File: src/rtl/prbp_pkg.sv
// prbp_pkg: shared types and constants for the plane rotation block
// holds the cordic angle table, the inverse gain and the cell beat type
// no dependencies
package prbp_pkg;

   localparam int COORD_W      = 16;
   localparam int ACC_W        = 32;
   localparam int ATAN_ENTRIES = 24;

   // 1/K in Q30, starting cosine of every rotation
   localparam logic signed [ACC_W-1:0] INV_GAIN_Q30 = 32'sd652032874;

   // atan(2^-i) in units of 2^-32 turn
   localparam logic signed [ACC_W-1:0] ATAN_TURN32 [ATAN_ENTRIES] = '{
      32'sd536870912, 32'sd316933406, 32'sd167458907, 32'sd85004756,
      32'sd42667331,  32'sd21354465,  32'sd10679838,  32'sd5340245,
      32'sd2670163,   32'sd1335087,   32'sd667544,    32'sd333772,
      32'sd166886,    32'sd83443,     32'sd41722,     32'sd20861,
      32'sd10430,     32'sd5215,      32'sd2608,      32'sd1304,
      32'sd652,       32'sd326,       32'sd163,       32'sd81
   };

   // quadrant of the requested angle, in quarter turns
   typedef enum logic [1:0] {
      QUAD_ZERO,
      QUAD_ONE,
      QUAD_TWO,
      QUAD_THREE
   } quad_type;

   // one beat moving along the cell chain
   typedef struct packed {
      logic signed [ACC_W-1:0]   cos_acc;
      logic signed [ACC_W-1:0]   sin_acc;
      logic signed [ACC_W-1:0]   ang_res;
      logic signed [COORD_W-1:0] pos_x;
      logic signed [COORD_W-1:0] pos_y;
      logic signed [COORD_W-1:0] pos_z;
      quad_type                  quad;
   } cell_data_type;

endpackage

File: src/rtl/prbp_cell.sv
// prbp_cell: one cordic micro-rotation cell with its own beat register
// depends on prbp_pkg for the angle table and the beat type
module prbp_cell
   import prbp_pkg::*;
#(
   parameter int STAGE_INDEX = 0
) (
   input  logic          clock,
   input  logic          reset,
   input  logic          in_valid,
   output logic          in_ready,
   input  cell_data_type in_data,
   output logic          out_valid,
   input  logic          out_ready,
   output cell_data_type out_data
);

   logic          valid_ff;
   logic          valid_in;
   cell_data_type data_ff;
   cell_data_type data_in;
   logic signed [ACC_W-1:0] delta_c;
   logic signed [ACC_W-1:0] delta_s;

   // take a new beat when empty or when the held one leaves
   assign in_ready  = !valid_ff || out_ready;
   assign valid_in  = in_ready ? in_valid : valid_ff;
   assign out_valid = valid_ff;
   assign out_data  = data_ff;

   // micro-rotation toward a zero residual angle
   always_comb begin
      delta_c = in_data.sin_acc >>> STAGE_INDEX;
      delta_s = in_data.cos_acc >>> STAGE_INDEX;
      data_in = in_data;
      if (!in_data.ang_res[ACC_W-1]) begin
         data_in.cos_acc = in_data.cos_acc - delta_c;
         data_in.sin_acc = in_data.sin_acc + delta_s;
         data_in.ang_res = in_data.ang_res - ATAN_TURN32[STAGE_INDEX];
      end else begin
         data_in.cos_acc = in_data.cos_acc + delta_c;
         data_in.sin_acc = in_data.sin_acc - delta_s;
         data_in.ang_res = in_data.ang_res + ATAN_TURN32[STAGE_INDEX];
      end
   end

   always_ff @(posedge clock) begin
      if (reset) begin
         valid_ff <= 1'b0;
      end else begin
         valid_ff <= valid_in;
      end
   end

   always_ff @(posedge clock) begin
      if (in_valid && in_ready) begin
         data_ff <= data_in;
      end
   end

endmodule

File: config.mk
export PLATFORM = sky130hd
export DESIGN_NAME = prbp_cell
export DESIGN_NICKNAME = d
export VERILOG_FILES = /design/src/rtl/prbp_pkg.sv /design/src/rtl/prbp_cell.sv
export SDC_FILE = /design/constraint.sdc
export NUM_CORES = 1
export LEC_CHECK = 0
export BUFFER_PORTS_ARGS = -buffer_cell sky130_fd_sc_hd__buf_4
export CORE_ASPECT_RATIO = 1.75
export CORE_UTILIZATION = 54
export CTS_BUF_LIST = sky130_fd_sc_hd__clkbuf_4 sky130_fd_sc_hd__clkbuf_8
export DETAILED_ROUTE_END_ITERATION = 7
export GPL_ROUTABILITY_DRIVEN = 0
export HOLD_SLACK_MARGIN = 0.15
export PLACE_DENSITY = 0.83
export SLEW_MARGIN = 10
export SYNTH_ARGS = -nofsm -noshare
export SYNTH_HDL_FRONTEND = slang
export SYNTH_SLANG_ARGS = --single-unit
File: constraint.sdc
create_clock -name clock -period 9.8 [get_ports clock]
set_input_delay 1.96 -clock clock [delete_from_list [all_inputs] [get_ports clock]]
set_output_delay 1.96 -clock clock [all_outputs]
set_load 0.02 [all_outputs]
==> Word level (Yosys, flattened, before mapping) <==
Cells that the tools add are included.
{ "op_classes": {"n_reduce_logical": 3, "mux": 1, "addsub": 5} }
{ "ops": {"columns": ["cell", "count"], "rows": [
  ["96-bit two-way mux", 1],
  ["32-bit subtractor", 2],
  ["32-bit by 31-bit adder with 32-bit output (second input constant)", 1],
  ["32-bit adder", 1],
  ["32-bit by 31-bit subtractor with 32-bit output (second input constant)", 1],
  ["1-bit logical AND", 1],
  ["1-bit logical NOT", 1],
  ["1-bit logical OR", 1]
]} }
{ "totals": {"output_inout_bits": 148, "inputBits": 150, "ff_bits": 147, "wordCells": 17} }

==> Logic depth before layout (Yosys ltp) <==
{ "depth": {"word_depth": 3, "ltp_mapped": 13} }

==> Worst setup path before layout <==
Ideal clock, no wire load.
{ "synth_path": {"kind": "input to register", "start": "in out_ready", "end": "reg data_ff, in the netlist out_data[0] (enable)", "slack_ns": 3.696, "stages": 2, "setup_ns": 0.521, "path_buffers": 0, "t_arrival_ns": 5.583, "required_time_ns": 9.279, "cell_sequence": "nand2b_1 > and2_1"} }
{ "synth_between": {"elab_chain_cells": 2} }
{ "synth_rtl": {"columns": ["element", "line", "source"], "rows": [
  ["start: declaration", "prbp_cell.sv:14", "input logic out_ready,"],
  ["1-bit logical OR", "prbp_cell.sv:26", "assign in_ready = !valid_ff || out_ready;"],
  ["1-bit logical AND", "prbp_cell.sv:56", "if (in_valid && in_ready) begin"],
  ["end signal: assignment", "prbp_cell.sv:57", "data_ff <= data_in;"],
  ["end: declaration", "prbp_cell.sv:20", "cell_data_type data_ff;"]
]} }
No other way between the ends.
A chain may end at the register's enable or synchronous reset.

==> out/results.txt <==
drt wl/cell: 20.8 um
1st-pass router iterations: 7
Core Area: 0.0181 mm^2
n_diodes: 0
Setup Buffers After CTS: 0
CTS Buf Count: 17
fin util: 70.1%
Startpoint Class: input port
Post-synth EDFFs: 145
Req. time, crit path: 9.97 ns
Synth Net Count: 1,243
Synth Warn #: 0
Crit Path Class: input port to register
Syn-to-layout area delta: 26.7%
Max stage delay cell, worst path: ha_1
TritonCTS Sinks: 146
skew final: 0.0269 ns
Fin Hold WS: 0.580 ns
chip width: 105 um
Leak: 5.62 nW
layout cells sized above 1: 28.9%
Seq cells post-synth: 146
die height: 182 um
Clk pin slew, worst setup/hold paths: 0.08 ns
Fmax: 210 MHz
Final ANT Viol Nets: 0
setup TNS: 0 ns
final worst path period share: 48.5%
Boundary Pins: 298
first-pass GRT wire length: 47,400 um
max incr delay on CP: 0.59 ns
DR vias/cell: 6.00
relative slew slack: 36.2%
largest net degree at the start of global routing: 86
initial antenna violation count: 0
Port Buffers: 297
Die Area: 0.0191 mm^2
Worst EP arrival: 4.93 ns
Resize count post-CTS: 0
Netlist cell types: 91
number of global-route vias before repair: 8,874
Final setup viols: 0
RSZ-0062 raised after global routing: false
Post-CTS Hold Buffers: 0
async set-reset flop share out of synthesis: 0%
Power Density: 146 mW/mm^2
Rows: 65
CP bufs+invs: 2
clock root cell: clkbuf_8
final hold violation count: 0
1st-iter DRT viols: 751
worst min path class: register to register
CTS tree: yes
Netlist Area Pre-Place: 0.0100 mm^2
Final WS setup: 5.04 ns
worst ir drop on vdd: 0.0000859 V
DP Worst Slack: 4.77 ns
Worst-Margin Slew: 0.957 ns
H-Tree Depth: 4
status: finished, final reports clean
Synth Instances: 995
crit path max fanout: 15
endpoint class of the critical path: register
Final min period: 4.76 ns
Final nets: 1,517
WL final: 31,500 um
syn_area_per_cell: 10.1 um^2
critical path cell sequence: buf_4 > inv_1 > ha_1 > or3b_1 > a31oi_1 > or4_4 > o21ai_4 > nor2_1 > a21oi_1 > mux2i_1 > xnor2_1
most frequent cells in the layout: 299 x buf_4, 145 x edfxtp_1, 100 x a21oi_1
CP delay by family, top: compound AO/OA/AOI/OAI gates
clock latency on the worst-skew pair: 0.48 ns
final slew viol count: 0
GRT overflow: 0
Total GRT Usage: 33.0%
most common cell after layout, fill and taps aside: buf_4
clock tree buffer depth: 2
sequential cell area fraction in the yosys report: 43.6%
DP HPWL: 24,400 um
Vias: 9,099
top_reg_cell synth: edfxtp_1
drt drc: 0
Starting Density: 55.3%
Max Cap Violations: 0
path summary, 6_finish.rpt:
path,end,startpoint,slack [ns],depth (start not counted)
setup / recovery,out_data[99],in_data[88],5.04,11
hold / removal,out_valid,out_valid,0.58,2
setup reg to reg,out_data[101],out_valid,7.26,3
hold reg to reg,out_valid,out_valid,0.58,2
per-layer routing:
metal / GRT usage, % / part of all wire, % / up-vias / routed length [um]
met4: 21.7 / 6.8 / 0 / 2140
li1: - / - / 4122 / -
met1: 31.7 / 32 / 4224 / 9960
met2: 62.8 / 54 / 592 / 17000
met5: 0 / 0 / - / 0
met3: 6.50 / 7.8 / 161 / 2450
synthesized netlist by cell type, types with 8 or more instances:
cell type / n / area share [%]
a21o_1: 26 / 1.9
edfxtp_1: 145 / 43
a211oi_1: 8 / 0.60
a21oi_1: 100 / 5.0
o22ai_1: 8 / 0.50
o21bai_1: 20 / 1.5
nand2_1: 56 / 2.1
inv_1: 95 / 3.6
xnor2_1: 51 / 4.5
nand2b_1: 10 / 0.62
nor2_1: 86 / 3.2
o21ai_1: 8 / 0.40
ha_1: 94 / 12
nand4_1: 9 / 0.56
nor3_1: 19 / 0.95
clkbuf_1: 16 / 0.60
nor2b_1: 8 / 0.50
nand3_1: 9 / 0.45
o21ai_0: 52 / 2.6
a31oi_1: 8 / 0.50
buf_2: 15 / 0.75
cell families after synthesis:
family	count (synthesis)	share of synthesized area, %
AOI/OAI and AO/OA	314	21.5
adders and majority gates	98	12.5
muxes	6	0.599
and+or+nand+nor	229	10.7
DFF	146	43.6
buffers and inverters	144	5.96
xor gates and xnor gates	58	5.06
through the flow:
step | area (um^2) | cells | power [mW]
5_1_grt | 12700 | 1516 | 1.92
3_5_place_dp | 12300 | 1484 | 1.41
2_1_floorplan | 10000 | 995 | 1.18
3_3_place_gp | 12300 | 1484 | 1.40
6_report | 12700 | 1516 | 1.86
4_1_cts | 12700 | 1516 | 1.85
layout make-up:
cell class                 count  area (um^2)
timing repair buffer         299         2240
fill                        1449         5430
clock inverter                12          105
sequential                   146         4370
multi-input combinational    705         5060
clock buffer                  20          256
inverter                     100          375
tap                          234          293
report_power, final:
part           total, mW  switching, mW  internal [mW]
Combinational      0.623          0.376          0.247
Clock              0.448          0.239          0.209
Sequential         0.785         0.0188          0.766
Total               1.86          0.633           1.22
flip-flops by register name (all words and copies together) (netlist names):
register,flops
out_data,145
out_valid,1
worst reg2reg max path, delay by kind of cell, from the launching register on:
family	cells	cell delay, ns
simple gates	2	0.91
buf+inv	1	0.89
flops	1	0.32
Note: power is estimated with default switching activity, not from simulation.
